### config.mk
export PLATFORM = sky130hd
export DESIGN_NAME = csv_field_tokenizer_unit_flat
export DESIGN_NICKNAME = d
export VERILOG_FILES = /design/src/rtl/core/csvft_pkg.sv /design/src/rtl/core/csvft_stream_if.sv /design/src/rtl/core/csvft_decode.sv /design/src/rtl/core/csv_field_tokenizer_unit.sv /design/src/flat_wrapper.sv
export SDC_FILE = /design/constraint.sdc
export NUM_CORES = 1
export LEC_CHECK = 0
export ABC_AREA = 1
export BUFFER_PORTS_ARGS = -buffer_cell sky130_fd_sc_hd__buf_2
export CAP_MARGIN = 25
export CORE_MARGIN = 2
export CORE_UTILIZATION = 30
export CTS_BUF_LIST = sky130_fd_sc_hd__clkbuf_4
export CTS_CLUSTER_SIZE = 16
export DETAILED_ROUTE_END_ITERATION = 12
export HOLD_SLACK_MARGIN = 0.15
export REMOVE_ABC_BUFFERS = 1
export SYNTH_ARGS = -nofsm -noshare
export SYNTH_HDL_FRONTEND = slang
export SYNTH_SLANG_ARGS = --single-unit
### constraint.sdc
create_clock -name clock -period 1.35 [get_ports clock]
set_input_delay 0.27 -clock clock [delete_from_list [all_inputs] [get_ports clock]]
set_output_delay 0.27 -clock clock [all_outputs]
set_load 0.03 [all_outputs]
### src/rtl/core/csvft_pkg.sv
// Package for the CSV field tokenizer: character codes, token kinds and the
// flag and token structs shared by the decoder and the top level. No dependencies.
package csvft_pkg;

   localparam int ByteWidth = 8;
   localparam int KindWidth = 3;

   typedef logic [ByteWidth-1:0] byte_type;
   typedef logic [KindWidth-1:0] kind_type;

   localparam byte_type CH_COMMA   = 8'h2C;
   localparam byte_type CH_NEWLINE = 8'h0A;
   localparam byte_type CH_QUOTE   = 8'h22;
   localparam byte_type CH_END     = 8'h00;

   localparam kind_type KIND_BYTE  = 3'd0;
   localparam kind_type KIND_FIELD = 3'd1;
   localparam kind_type KIND_ROW   = 3'd2;
   localparam kind_type KIND_INPUT = 3'd3;
   localparam kind_type KIND_ERROR = 3'd4;

   typedef struct packed {
      logic quote_opened;
      logic quote_closed;
      logic held_quote;
   } flags_type;

   typedef struct packed {
      kind_type token_kind;
      byte_type field_byte;
   } token_type;

endpackage

### src/rtl/core/csvft_stream_if.sv
// Valid/ready channel interfaces for the CSV field tokenizer: one carries
// request bytes, the other tokens. Depends on csvft_pkg.
interface csvft_req_if import csvft_pkg::*; ();
   logic     valid;
   logic     ready;
   byte_type text_byte;

   modport source (output valid, output text_byte, input ready);
   modport sink   (input valid, input text_byte, output ready);
endinterface

interface csvft_rsp_if import csvft_pkg::*; ();
   logic     valid;
   logic     ready;
   kind_type token_kind;
   byte_type field_byte;

   modport source (output valid, output token_kind, output field_byte, input ready);
   modport sink   (input valid, input token_kind, input field_byte, output ready);
endinterface

### src/rtl/core/csvft_decode.sv
// Per-byte decoder of the CSV field tokenizer: from the quote flags and one
// byte, the next flags and at most one token. Depends on csvft_pkg.
module csvft_decode import csvft_pkg::*; (
   input  flags_type flags,
   input  byte_type  text_byte,
   output flags_type flags_next,
   output logic      emit,
   output token_type token
);

   flags_type after_held;
   logic      is_quote;
   logic      is_delim;

   assign is_quote = (text_byte == CH_QUOTE);
   assign is_delim = (text_byte == CH_COMMA) || (text_byte == CH_NEWLINE) ||
                     (text_byte == CH_END);

   // A held quote not followed by a quote acts as a lone quote:
   // opens quoting first, closes it afterwards.
   always_comb begin
      after_held = flags;
      if (flags.held_quote && !is_quote) begin
         after_held.held_quote = 1'b0;
         if (flags.quote_opened) begin
            after_held.quote_closed = 1'b1;
         end else begin
            after_held.quote_opened = 1'b1;
         end
      end
   end

   always_comb begin
      flags_next       = after_held;
      emit             = 1'b1;
      token.token_kind = KIND_BYTE;
      token.field_byte = text_byte;
      priority if (flags.held_quote && is_quote) begin
         // doubled quote: one literal quote
         flags_next.held_quote = 1'b0;
      end else if (is_quote) begin
         flags_next.held_quote = 1'b1;
         emit                  = 1'b0;
      end else if (is_delim && (after_held.quote_opened == after_held.quote_closed)) begin
         flags_next       = '0;
         token.field_byte = CH_END;
         if (text_byte == CH_COMMA) begin
            token.token_kind = KIND_FIELD;
         end else if (text_byte == CH_NEWLINE) begin
            token.token_kind = KIND_ROW;
         end else begin
            token.token_kind = KIND_INPUT;
         end
      end else if (text_byte == CH_END) begin
         flags_next       = '0;
         token.token_kind = KIND_ERROR;
         token.field_byte = CH_END;
      end else begin
         token.token_kind = KIND_BYTE;
      end
   end

endmodule

### src/rtl/core/csv_field_tokenizer_unit.sv
// CSV field tokenizer. Takes one text byte per request (0 ends the input) and
// gives at most one token per byte: a field byte, a field end, a row end, an
// input end, or an unterminated-quote error. Throughput is one byte per clock
// while the token output is not stalled. An accepted byte is loaded into the
// input register; its decoded token is then loaded into the result register
// once the output is not stalled. The only loop is the three quote flags.
// Bytes that give no token (a quote held for lookahead) are still taken at full
// rate. Depends on csvft_pkg, csvft_decode and the csvft channel interfaces.
module csv_field_tokenizer_unit import csvft_pkg::*; (
   input  logic        clock,
   input  logic        reset,
   csvft_req_if.sink   req,
   csvft_rsp_if.source rsp
);

   logic      in_valid_ff, in_valid_in;
   byte_type  in_byte_ff;
   flags_type flags_ff, flags_in;
   logic      out_valid_ff, out_valid_in;
   token_type out_token_ff;

   flags_type dec_flags;
   logic      dec_emit;
   token_type dec_token;
   logic      advance;
   logic      req_fire;

   csvft_decode u_decode (
      .flags      (flags_ff),
      .text_byte  (in_byte_ff),
      .flags_next (dec_flags),
      .emit       (dec_emit),
      .token      (dec_token)
   );

   assign advance   = in_valid_ff && (!out_valid_ff || rsp.ready);
   assign req.ready = !in_valid_ff || advance;
   assign req_fire  = req.valid && req.ready;

   assign in_valid_in  = req_fire ? 1'b1 : (advance ? 1'b0 : in_valid_ff);
   assign flags_in     = advance ? dec_flags : flags_ff;
   assign out_valid_in = advance ? dec_emit : (out_valid_ff && !rsp.ready);

   always_ff @(posedge clock) begin
      if (reset) begin
         in_valid_ff  <= 1'b0;
         flags_ff     <= '0;
         out_valid_ff <= 1'b0;
      end else begin
         in_valid_ff  <= in_valid_in;
         flags_ff     <= flags_in;
         out_valid_ff <= out_valid_in;
      end
   end

   always_ff @(posedge clock) begin
      if (req_fire) begin
         in_byte_ff <= req.text_byte;
      end
      if (advance && dec_emit) begin
         out_token_ff <= dec_token;
      end
   end

   assign rsp.valid      = out_valid_ff;
   assign rsp.token_kind = out_token_ff.token_kind;
   assign rsp.field_byte = out_token_ff.field_byte;

   // quoting can only be closed after it was opened
   a_close_after_open: assert property (@(posedge clock) disable iff (reset)
      flags_ff.quote_closed |-> flags_ff.quote_opened)
      else $error("quote closed while not opened");

   // any field-ending token clears all flags
   a_end_clears: assert property (@(posedge clock) disable iff (reset)
      (advance && dec_emit && dec_token.token_kind != KIND_BYTE) |=> (flags_ff == '0))
      else $error("flags not cleared after field end");

   // non-byte tokens carry a zero byte
   a_zero_byte: assert property (@(posedge clock) disable iff (reset)
      (out_valid_ff && out_token_ff.token_kind != KIND_BYTE)
         |-> (out_token_ff.field_byte == CH_END))
      else $error("nonzero byte on end token");

   // a token is never lost: a stalled token stays valid
   a_hold: assert property (@(posedge clock) disable iff (reset)
      (out_valid_ff && !rsp.ready) |=> out_valid_ff)
      else $error("stalled token dropped");

endmodule
### src/flat_wrapper.sv
// flat-port wrapper written by rule: the top's interface ports become plain ports
module csv_field_tokenizer_unit_flat import csvft_pkg::*;
  (clock, reset, req_valid, req_text_byte, req_ready, rsp_valid, rsp_token_kind, rsp_field_byte, rsp_ready);
  csvft_req_if req_i ();
  csvft_rsp_if rsp_i ();
  input  logic clock;
  input  logic reset;
  input wire logic [$bits(req_i.valid)-1:0] req_valid;
  input wire logic [$bits(req_i.text_byte)-1:0] req_text_byte;
  output wire logic [$bits(req_i.ready)-1:0] req_ready;
  output wire logic [$bits(rsp_i.valid)-1:0] rsp_valid;
  output wire logic [$bits(rsp_i.token_kind)-1:0] rsp_token_kind;
  output wire logic [$bits(rsp_i.field_byte)-1:0] rsp_field_byte;
  input wire logic [$bits(rsp_i.ready)-1:0] rsp_ready;
  assign req_i.valid = req_valid;
  assign req_i.text_byte = req_text_byte;
  assign req_ready = req_i.ready;
  assign rsp_valid = rsp_i.valid;
  assign rsp_token_kind = rsp_i.token_kind;
  assign rsp_field_byte = rsp_i.field_byte;
  assign rsp_i.ready = rsp_ready;
  csv_field_tokenizer_unit u_core (.clock(clock), .reset(reset), .req(req_i), .rsp(rsp_i));
endmodule
=== Word level (Yosys, flattened, before mapping) ===
Cells that the tools add are included.

* Register bits: 24
* Input port bits: 12
* Output and inout port bits: 13
* Logic and storage cells: 52

* Equal/unequal tests: 4
* Muxes and demuxes: 20
* Reductions and logical operators: 20

{| class="wikitable"
|+ Operators by type and width
! operator !! count
|-
| 2-to-1 mux 8 bit || 3
|-
| == test 8 x 6 -> 1 bit, second input constant || 2
|-
| 2-to-1 mux 3 bit || 4
|-
| 2-to-1 mux 11 bit || 1
|-
| 2-to-1 mux 1 bit || 9
|-
| == test 8 x 4 -> 1 bit, second input constant || 1
|-
| zero test 8 bit || 1
|-
| logical AND 1 bit || 7
|-
| 2-to-1 mux 2 bit || 3
|-
| nonzero test 5 bit || 1
|-
| zero test 1 bit || 4
|-
| logical OR 1 bit || 4
|-
| AND reduction 2 bit || 1
|-
| nonzero test 2 bit || 1
|-
| OR reduction 2 bit || 1
|-
| == test 1 bit || 1
|}

=== Logic depth before layout (Yosys ltp) ===
Gate-level depths: netlist (run 1).

* Depth in word-level cells: 9
* Mapped depth: 12

=== By module ===
A second synthesis (run 1) with hierarchy kept.

* Cell total of the unflattened synthesis: 116
* Area total of the unflattened synthesis: 1084.8 um2

{| class="wikitable"
|+ Modules (own cells, without submodules)
! module !! instances !! cells each !! area each (um2)
|-
| csv_field_tokenizer_unit || 1 || 55 || 809.5
|-
| csvft_decode || 1 || 61 || 275.3
|}

=== Least setup slack after synthesis (run 1) ===
Ideal clock, no wire load.

* Kind: reg2reg
* From: register u_core.out_valid_ff, in the netlist u_core.rsp.valid
* To: register u_core.in_byte_ff[0], enable pin
* Data arrival time: 1.161 ns
* Setup slack: -0.085 ns
* Stages on the path, launching flop included: 4
* Path buffers: 0
* Path through: dfxtp_1 nand3_1 nand2_1 inv_1

* Longest elaborated chain between the ends: 5

{| class="wikitable"
|+ Ends and longest elaborated chain
! element !! line !! source
|-
| start: declaration || csv_field_tokenizer_unit.sv:19 || <nowiki>logic out_valid_ff, out_valid_in;</nowiki>
|-
| start signal: assignment || csv_field_tokenizer_unit.sv:52 || <nowiki>out_valid_ff <= out_valid_in;</nowiki>
|-
| zero test 1 bit || csv_field_tokenizer_unit.sv:36 || <nowiki>assign advance = in_valid_ff && (!out_valid_ff || rsp.ready);</nowiki>
|-
| logical OR 1 bit || csv_field_tokenizer_unit.sv:36 ||
|-
| logical AND 1 bit || csv_field_tokenizer_unit.sv:36 ||
|-
| logical OR 1 bit || csv_field_tokenizer_unit.sv:37 || <nowiki>assign req.ready = !in_valid_ff || advance;</nowiki>
|-
| named net req_ready || flat_wrapper.sv:10 || <nowiki>output wire logic [$bits(req_i.ready)-1:0] req_ready;</nowiki>
|-
| logical AND 1 bit || csv_field_tokenizer_unit.sv:38 || <nowiki>assign req_fire = req.valid && req.ready;</nowiki>
|-
| end signal: assignment || csv_field_tokenizer_unit.sv:58 || <nowiki>in_byte_ff <= req.text_byte;</nowiki>
|-
| end: declaration || csv_field_tokenizer_unit.sv:17 || <nowiki>byte_type in_byte_ff;</nowiki>
|}

The timed path passes the listed nets, and every way through them passes these cells.
A chain may end at the register's enable or synchronous reset.

==> results_dict.tcl, run 1 <==
set metrics [dict create \
    status "finished, violations left" \
    violations "setup timing" \
    place_area_um2 1300 \
    p_switching_uw 344 \
    worst_setup_path_start_kind "flip-flop" \
    synth.largest_area_cell "edfxtp_1" \
    critPathArrivalTime_ns 1.56 \
    n_antenna_cell 0 \
    criticalPathCategory "reg -> reg" \
    r2r_start "u_core.in_byte_ff[0]$_DFFE_PP_" \
    port_buffers 24 \
    netlist_area_um2 1030 \
    final_nets 171 \
    hold_class "in -> reg" \
    hold_violations 0 \
    drt_iter0_markers 21 \
    ys_seq_area_share_pct 65.2 \
    gp_congestion 0.807 \
    setup_viol 21 \
    clk_pin_slew_worst_paths_ns 0.13 \
    drtPass1Iterations 4 \
    holdPathStages 3 \
    tightest_slew_ns 0.295 \
    die-area_um2 3910 \
    io_pins 25 \
    fin_crit_ns 1.46 \
    track_usage_pct 11.0 \
    seq_area_um2 672 \
    p_int_mw 1.04 \
    viasPerCell 4.17 \
    min_from "req_valid" \
    fp.dieW_um 62.6 \
    drive_gt1_share_pct 52.5 \
    final_cell_area_um2 1570 \
    crit_slowest_cell "edfxtp_1" \
    irDropWorstVdd_uv 356 \
    synth_area_leaders "edfxtp_1 (55%), dfxtp_1 (9.7%), nand2_1 (5.8%), inv_1 (4.7%), nand3_1 (3.4%)" \
    grt_max_degree 14 \
    fp-row-count 21 \
    worstRegToRegCells 10 \
    holdPathEnd "u_core.in_valid_ff$_SDFFE_PP0P_" \
    drv_cap 0 \
    multi_input_area_um2 319 \
    cts_tree "built" \
    ys_ff_latch 24 \
    synthToLayoutAreaGrowth_pct 52.9 \
    drv_slew 0 \
    clock-sinks 24 \
    h-tree-depth 1 \
    r2r_end "u_core.rsp.field_byte[1]$_DFFE_PP_" \
    routed_wl_mm 2.02 \
    period_share_pct 108 \
    clkPwrFrac_pct 23.9 \
    syn-instance-count 98 \
    max_freq_mhz 687 \
    max_slew_margin_pct 80.3 \
    ant_nets 0 \
    skew_ns 0.00875 \
    die_h_um 62.6 \
    drc 0 \
    r2r_setup_slack_ns -0.11 \
    p_leak_nw 0.705 \
    cts_made_buffers 3 \
    slowest_delay_ns 0.42 \
    cts_root_buf "clkbuf_4" \
    antenna_found_initial 0 \
    grt_pass1_wl_mm 3.42 \
    cp.required_ns 1.45 \
    dp_hpwl_mm 1.37 \
    cts_buffer_depth 2 \
    vias 851 \
    switching_share_pct 24.8 \
    clk_latency_ns 0.33 \
    initial_core_util_pct 31.1 \
    avgSynthCellArea_um2 10.5 \
    grt_pass1_vias 804 \
    place_ws_ns -0.170 \
    ys_warn_count 0 \
    fin_cells 204 \
    overflow 0 \
    fill_cells 318 \
    synth_cell_types 18 \
    combPwrFrac_pct 14.9 \
    utilization_pct 47.5 \
    critical_path_peak_fanout 6 \
    setup_slack_ns -0.106 \
    design.core.area_um2 3310 \
    place_inst 177 \
    rsz0062_at_grt "true" \
    p_per_area_nw_per_um2 882 \
    synth_top_area_share_pct 55.5 \
    worst_setup_path_end_kind "flip-flop" \
    wl_per_cell_um 9.89 \
    seqPwrFrac_pct 61.2 \
    path_cells "inv_1 > nand2_2 > nor2_1 > nand2_1 > nand3_1 > nand2_2 > inv_2 > nand2_4 > inv_4 > nor2_1" \
]
-- power groups by stage --
stage | registers (mW) | clock network (mW) | logic, mW
after floorplan | 0.896 | 0 | 0.0501
after global placement | 0.863 | 0 | 0.150
after detailed placement | 0.865 | 0 | 0.152
after CTS | 0.848 | 0.339 | 0.198
after global routing | 0.852 | 0.359 | 0.225
final | 0.849 | 0.331 | 0.207
-- cells in the final DEF (no fill, tap or decap), types with 4 or more instances in the layout --
master	instances
dlygate4sd3_1	9
edfxtp_1	19
nand3_1	6
nand2_4	5
inv_1	10
nand2_1	13
inv_2	7
nor2_1	6
buf_2	23
dfxtp_1	4
clkbuf_4	4
a21oi_1	5
buf_4	26
nand2_2	4
-- what timing repair did --
action / 4_1_cts / 5_1_grt
pin swaps: 5 / 1
hold endpoints to repair: 9 / 0
gates resized for setup: 14 / 5
endpoints found under the setup margin: 21 / 22
hold buffers: 9 / 0
cloned: 0 / 0
setup buffers: 11 / 3
-- worst max-delay path by stage --
| stage | end | slack (ns) | start | cells past startpoint |
|---|---|---|---|---|
| after floorplan | u_core.in_byte_ff[0]$_DFFE_PP_ | -0.08 | u_core.rsp.valid$_SDFF_PP0_ | 3 |
| after global placement | u_core.rsp.field_byte[1]$_DFFE_PP_ | -0.09 | u_core.in_byte_ff[1]$_DFFE_PP_ | 10 |
| after detailed placement | u_core.rsp.field_byte[3]$_DFFE_PP_ | -0.17 | u_core.in_byte_ff[1]$_DFFE_PP_ | 10 |
| after CTS | u_core.rsp.field_byte[2]$_DFFE_PP_ | -0.08 | u_core.in_byte_ff[7]$_DFFE_PP_ | 10 |
| after global routing | u_core.flags_ff[2]$_SDFFE_PP0P_ | -0.23 | u_core.in_byte_ff[3]$_DFFE_PP_ | 9 |
| final | u_core.rsp.field_byte[1]$_DFFE_PP_ | -0.11 | u_core.in_byte_ff[0]$_DFFE_PP_ | 10 |
-- synth_stat cells, drive strengths merged --
cell and count:
nand4 1, or2 1, clkbuf 3, dfxtp 5, nand2 22, nor2 12
nand3 8, edfxtp 19, inv 18, dlygate4sd1 1, a21oi 8
-- flip-flops by register name, indices dropped and copies added, names as in the netlist --
name                   flops
u_core.rsp.token_kind      3
u_core.flags_ff            3
u_core.rsp.field_byte      8
u_core.in_valid_ff         1
u_core.in_byte_ff          8
u_core.rsp.valid           1
-- worst max-delay path, delay by kind of cell, from the launching register on --
family / cells / cell delay, ns
buffers and inverters: 3 / 0.22
AND/OR/NAND/NOR: 7 / 0.58
flip-flops: 1 / 0.42
-- stage by stage --
stage	setup TNS, ns	total power [mW]	hold slack, ns
2_1_floorplan	-0.841	0.946	0.332
3_3_place_gp	-1.09	1.01	0.436
3_5_place_dp	-1.60	1.02	0.448
4_1_cts	-1.05	1.38	0.201
5_1_grt	-4.17	1.44	0.222
6_report	-1.75	1.39	0.196
-- final cells by class --
class | count | share of cell area [%]
Clock buffer | 3 | 1.43
Clock inverter | 1 | 0.239
Inverter | 18 | 4.46
Multi-Input combinational cell | 52 | 20.3
Sequential cell | 24 | 42.7
Tap cell | 46 | 3.66
Timing Repair Buffer | 60 | 27.2
-- kinds of logic after synthesis --
logic type,Yosys count,share of synthesized area [%]
compound gates,8,4.62
buf+inv,22,8.52
flops,24,65.2
simple gates,44,21.7
-- layer usage --
metal  share of wire [%]  routed length (µm)  GRT usage (%)  up-vias
li1                    -                   -              -      430
met1                  42                 856           12.9      395
met2                  51                1040           18.4       21
met3                 3.3                  66           1.44        5
met4                 2.9                  58           7.78        0
met5                   0                   0              0        -
(Power assumes the default switching activity.)
==> run 2, diff against run 1 <==
- CTS_BUF_LIST: sky130_fd_sc_hd__clkbuf_4 -> not set
- RECOVER_POWER: not set -> 25
- clock period: 1.35 -> 1.9 ns (I/O delays scaled with it)
==> run 2 against run 1 <==
  * The flow now finishes without violations
  * Highest routed layer unchanged
  * Hold slack gained 0.034 ns
  * Critical path type unchanged
  * Global-route usage shrank 2.1 points
  * Clock skew shrank 0.0045 ns
  * Largest cell class unchanged
  * Non-clock buffer count down 36
  * Sequential share of layout area is 13 points higher
  * Critical path depth fell by 2
  * Worst setup slack better by 0.42 ns
  * Fmax shrank 7.9%
  * Core utilization decreased by 11 points
==> results_dict.tcl, run 2 (same netlist as run 1, synthesis figures left out) <==
set metrics [dict create \
    place_ws_ns 0.315 \
    drv_slew 0 \
    worst_setup_path_end_kind "flip-flop" \
    crit_path_start "u_core.in_byte_ff[3]$_DFFE_PP_" \
    drt_iter0_markers 14 \
    vias 711 \
    r2r_setup_slack_ns 0.32 \
    fin_crit_ns 1.58 \
    fp.dieW_um 62.6 \
    path_buf_inv 2 \
    p_int_uw 701 \
    cts_made_buffers 3 \
    ctsResizeCount 0 \
    design.core.area_um2 3310 \
    place_inst 164 \
    clock-sinks 24 \
    rsz0062_at_grt "false" \
    n_antenna_cell 0 \
    skew_ns 0.00420 \
    critPathTopFamily "simple AND/OR/NAND/NOR gates" \
    die_h_um 62.6 \
    min_from "req_text_byte[3]" \
    crit_slowest_cell "edfxtp_1" \
    clk_latency_ns 0.31 \
    p_per_area_nw_per_um2 760 \
    final_nets 135 \
    drc 0 \
    h-tree-depth 1 \
    setup_viol 0 \
    tightest_slew_ns 0.412 \
    port_buffers 24 \
    path_cells "inv_2 > nand2_2 > nor2_1 > nand3_1 > nand2_1 > inv_1 > or2_1 > a21oi_2" \
    critPathArrivalTime_ns 1.84 \
    fin_cells 168 \
    finalSetupTns_ns 0 \
    cp.required_ns 2.16 \
    period_share_pct 83.2 \
    cts_tree "built" \
    synthToLayoutAreaGrowth_pct 17.6 \
    criticalPathCategory "reg -> reg" \
    hold_violations 0 \
    routed_wl_mm 1.67 \
    critical_path_peak_fanout 12 \
    ant_nets 0 \
    drv_cap 0 \
    gp_congestion 0.838 \
    clk_pin_slew_worst_paths_ns 0.12 \
    track_usage_pct 8.90 \
    cts_buffer_depth 2 \
    r2r_start "u_core.in_byte_ff[3]$_DFFE_PP_" \
    final_common_cell "buf_2" \
    p_total_uw 920 \
    slowest_delay_ns 0.45 \
    viasPerCell 4.23 \
    drive_gt1_share_pct 35.2 \
    wl_per_cell_um 9.92 \
    switching_share_pct 23.8 \
    irDropWorstVdd_uv 257 \
    max_freq_mhz 633 \
    dp_hpwl_mm 1.31 \
    initial_core_util_pct 31.1 \
    cts_root_buf "clkbuf_4" \
    die-area_um2 3910 \
    hold_class "in -> reg" \
    fill_cells 345 \
    p_leak_nw 0.511 \
    grt_max_degree 14 \
    overflow 0 \
    combPwrFrac_pct 9.6 \
    io_pins 25 \
    utilization_pct 36.5 \
    mostFrequentLayoutCells "buf_2 (24), edfxtp_1 (19), nand2_1 (16)" \
    max_slew_margin_pct 72.5 \
    cts_hold_buf 0 \
    antenna_found_initial 0 \
    drtPass1Iterations 4 \
    setup_slack_ns 0.319 \
    clkPwrFrac_pct 24.9 \
    status "complete, no violations" \
    worst_setup_path_start_kind "flip-flop" \
    cts_setup_buffers 0 \
    p_switching_uw 219 \
    grt_pass1_wl_mm 2.73 \
    grt_pass1_vias 643 \
    fp-row-count 21 \
    seqPwrFrac_pct 65.5 \
]
-- run 2: changes by cell type in the layout (fill, tap and decap cells not counted), moves of 2 or more --
| cell | change |
|---|---|
| nor2_1 | +4 |
| inv_1 | +3 |
| nor2_2 | -3 |
| nand2_1 | +3 |
| buf_4 | -26 |
| nand2_4 | -4 |
| inv_2 | -2 |
| dlygate4sd3_1 | -9 |
-- run 2: layout make-up --
class,instances,area [µm²],share of cell area (%)
clock buffer,4,26.3,2.17
sequential,24,671,55.4
inverter,18,67.6,5.58
multi-input combinational,52,268,22.1
tap,46,57.6,4.76
timing repair buffer,24,120,9.93
-- run 2: worst paths after layout --
| path | endpoint | cells past startpoint |
|---|---|---|
| max reg2reg | u_core.flags_ff[0]$_SDFFE_PP0P_ | 8 |
| min | u_core.in_byte_ff[3]$_DFFE_PP_ | 1 |
| max | u_core.flags_ff[0]$_SDFFE_PP0P_ | 8 |
| min reg2reg | u_core.rsp.field_byte[6]$_DFFE_PP_ | 0 |
-- run 2: power groups by stage --
stage,clock (mW),combinational [mW],sequential (mW)
3_3_place_gp,0,0.0881,0.614
2_1_floorplan,0,0.0356,0.637
3_5_place_dp,0,0.0892,0.615
6_report,0.229,0.0882,0.602
5_1_grt,0.248,0.0965,0.605
4_1_cts,0.228,0.0897,0.603
-- run 2: per-stage QoR --
stage	hold slack [ns]	cell area, µm²
2_1_floorplan	0.426	1010
5_1_grt	0.216	1210
3_5_place_dp	0.455	1190
6_report	0.230	1210
3_3_place_gp	0.436	1190
4_1_cts	0.232	1210
-- run 2: metal layers --
layer | GRT usage (%) | vias up | wire (µm)
li1 | - | 360 | -
met1 | 10.6 | 323 | 797
met2 | 14.5 | 23 | 751
met3 | 1.26 | 5 | 65
met4 | 6.67 | 0 | 52
met5 | 0 | - | 0
==> run 3, diff against run 2 <==
- clock period: 1.9 -> 1.5 ns (I/O delays scaled with it)
==> run 3 against run 2 <==
  * The flow now finishes with violations (setup timing)
  * First-iteration DRC count fell by 50%
  * Clock skew is essentially flat
  * Final area rose by 19%
  * Largest power group unchanged
==> results_dict.tcl, run 3 (same netlist as run 1, synthesis figures left out) <==
set metrics [dict create \
    critPathArrivalTime_ns 1.76 \
    mostFrequentLayoutCells "buf_2 (24), edfxtp_1 (19), nand2_1 (12)" \
    cts_made_buffers 3 \
    multi_input_area_um2 313 \
    track_usage_pct 8.59 \
    fp-row-count 21 \
    grt_pass1_wl_mm 2.66 \
    path_buf_inv 2 \
    irDropWorstVdd_uv 412 \
    gp_congestion 0.807 \
    synthToLayoutAreaGrowth_pct 40.4 \
    crit_path_start "u_core.in_byte_ff[7]$_DFFE_PP_" \
    path_cells "inv_2 > nand2_4 > nor2_4 > nand2_2 > nand2_2 > nand3_2 > nand2_2 > inv_2 > nand2_4 > nand4_1 > a21oi_2" \
    io_pins 25 \
    grt_pass1_vias 626 \
    violations "setup timing" \
    vias 766 \
    dp_hpwl_mm 1.27 \
    final_common_cell "buf_2" \
    skew_ns 0.00385 \
    setup_viol 1 \
    cts_buffer_depth 2 \
    slowest_delay_ns 0.43 \
    clk_pin_slew_worst_paths_ns 0.13 \
    wl_per_cell_um 9.89 \
    clkPwrFrac_pct 33.2 \
    drtPass1Iterations 4 \
    cts_root_buf "clkbuf_4" \
    fp.dieW_um 62.6 \
    critPathMostFrequentCell "nand2_2" \
    worst_setup_path_end_kind "flip-flop" \
    drive_gt1_share_pct 47.5 \
    setup_slack_ns -0.000952 \
    crit_slowest_cell "edfxtp_1" \
    antenna_found_initial 0 \
    die_h_um 62.6 \
    p_per_area_nw_per_um2 954 \
    holdPathStages 2 \
    n_antenna_cell 0 \
    die-area_um2 3910 \
    hold_violations 0 \
    combPwrFrac_pct 11.4 \
    place_ws_ns -0.0222 \
    hold_class "in -> reg" \
    worst_setup_path_start_kind "flip-flop" \
    cp.required_ns 1.76 \
    criticalPathCategory "reg -> reg" \
    drv_slew 0 \
    max_slew_margin_pct 80.4 \
    final_nets 152 \
    grt_max_degree 15 \
    drv_cap 0 \
    worstRegToRegCells 11 \
    viasPerCell 4.14 \
    critPathTopFamily "simple AND/OR/NAND/NOR gates" \
    cts_tree "built" \
    fin_crit_ns 1.50 \
    switching_share_pct 21.1 \
    p_int_mw 1.09 \
    critical_path_peak_fanout 6 \
    min_from "reset" \
    overflow 0 \
    clock-sinks 24 \
    initial_core_util_pct 31.1 \
    tightest_slew_ns 0.293 \
    p_total_mw 1.38 \
    status "finished, violations left" \
    p_switching_uw 291 \
    drc 0 \
    rsz0062_at_grt "true" \
    r2r_start "u_core.in_byte_ff[7]$_DFFE_PP_" \
    drt_iter0_markers 7 \
    clk_latency_ns 0.31 \
    h-tree-depth 1 \
    max_freq_mhz 666 \
    p_leak_nw 0.611 \
    cp.depth 11 \
    port_buffers 24 \
    seqPwrFrac_pct 55.4 \
    design.core.area_um2 3310 \
    routed_wl_mm 1.83 \
    ant_nets 0 \
    period_share_pct 100 \
    fill_cells 329 \
    seq_area_um2 671 \
]
## run 3: cell count changes in the layout (fill, tap and decap cells not counted), moves of 4 or more
cell / previous run / this run
buf_4: 0 / 8
dlygate4sd3_1: 0 / 8
nor2_1: 10 / 4
nor2_2: 0 / 5
nand2_1: 16 / 12
## run 3: power groups by stage
| stage | sequential, mW | clock (mW) | combinational [mW] |
|---|---|---|---|
| floorplan | 0.807 | 0 | 0.0451 |
| detailed placement | 0.778 | 0 | 0.121 |
| finish | 0.763 | 0.458 | 0.157 |
| global route | 0.767 | 0.499 | 0.171 |
| CTS | 0.763 | 0.470 | 0.121 |
| global placement | 0.777 | 0 | 0.119 |
## run 3: final cells by class
type                    count  share of cell area [%]
flip-flops and latches     24                    46.4
multi-input cells          52                    21.7
repair buffers             41                    19.4
inverters                  18                    4.85
well taps                  46                    3.99
clock inverters             1                    2.08
clock buffers               3                    1.56
## run 3: worst paths after layout
check | slack [ns] | to
min | 0.20 | u_core.flags_ff[2]$_SDFFE_PP0P_
max | -0.001 | u_core.flags_ff[2]$_SDFFE_PP0P_
max reg2reg | -0.001 | u_core.flags_ff[2]$_SDFFE_PP0P_
min reg2reg | 0.49 | u_core.rsp.field_byte[6]$_DFFE_PP_
## run 3: repair_timing
item,4_1_cts,5_1_grt
hold buffers,0,8
hold endpoints to repair,0,8
buffers inserted,0,7
pin swaps,0,8
endpoints found under the setup margin,5,10
resized for setup,1,15
## run 3: metrics by stage
stage / TNS [ns] / area [µm²] / hold WS [ns] / utilization, % / cells
6_report: -0.000952 / 1440 / 0.196 / 43.6 / 185
5_1_grt: -0.818 / 1440 / 0.186 / 43.6 / 185
4_1_cts: 0 / 1270 / 0.152 / 38.2 / 170
3_5_place_dp: -0.0995 / 1210 / 0.443 / 36.7 / 166
3_3_place_gp: 0 / 1210 / 0.435 / 36.7 / 166
2_1_floorplan: 0 / 1010 / 0.362 / - / 94
## run 3: metal layers
metal / up-vias / share of wire [%] / track usage [%]
met5: - / 0 / 0
li1: 391 / - / -
met4: 0 / 2.4 / 5.83
met3: 5 / 3.9 / 1.08
met2: 25 / 52 / 14.0
met1: 345 / 41 / 10.6
## run 3: worst reg2reg max path, cell delays in order (launching register included)
cell and delay [ns]:
edfxtp_1 0.43, inv_2 0.09, nand2_4 0.07, nor2_4 0.15, nand2_2 0.09, nand2_2 0.08, nand3_2 0.07, nand2_2 0.08
inv_2 0.04, nand2_4 0.09, nand4_1 0.12, a21oi_2 0.15
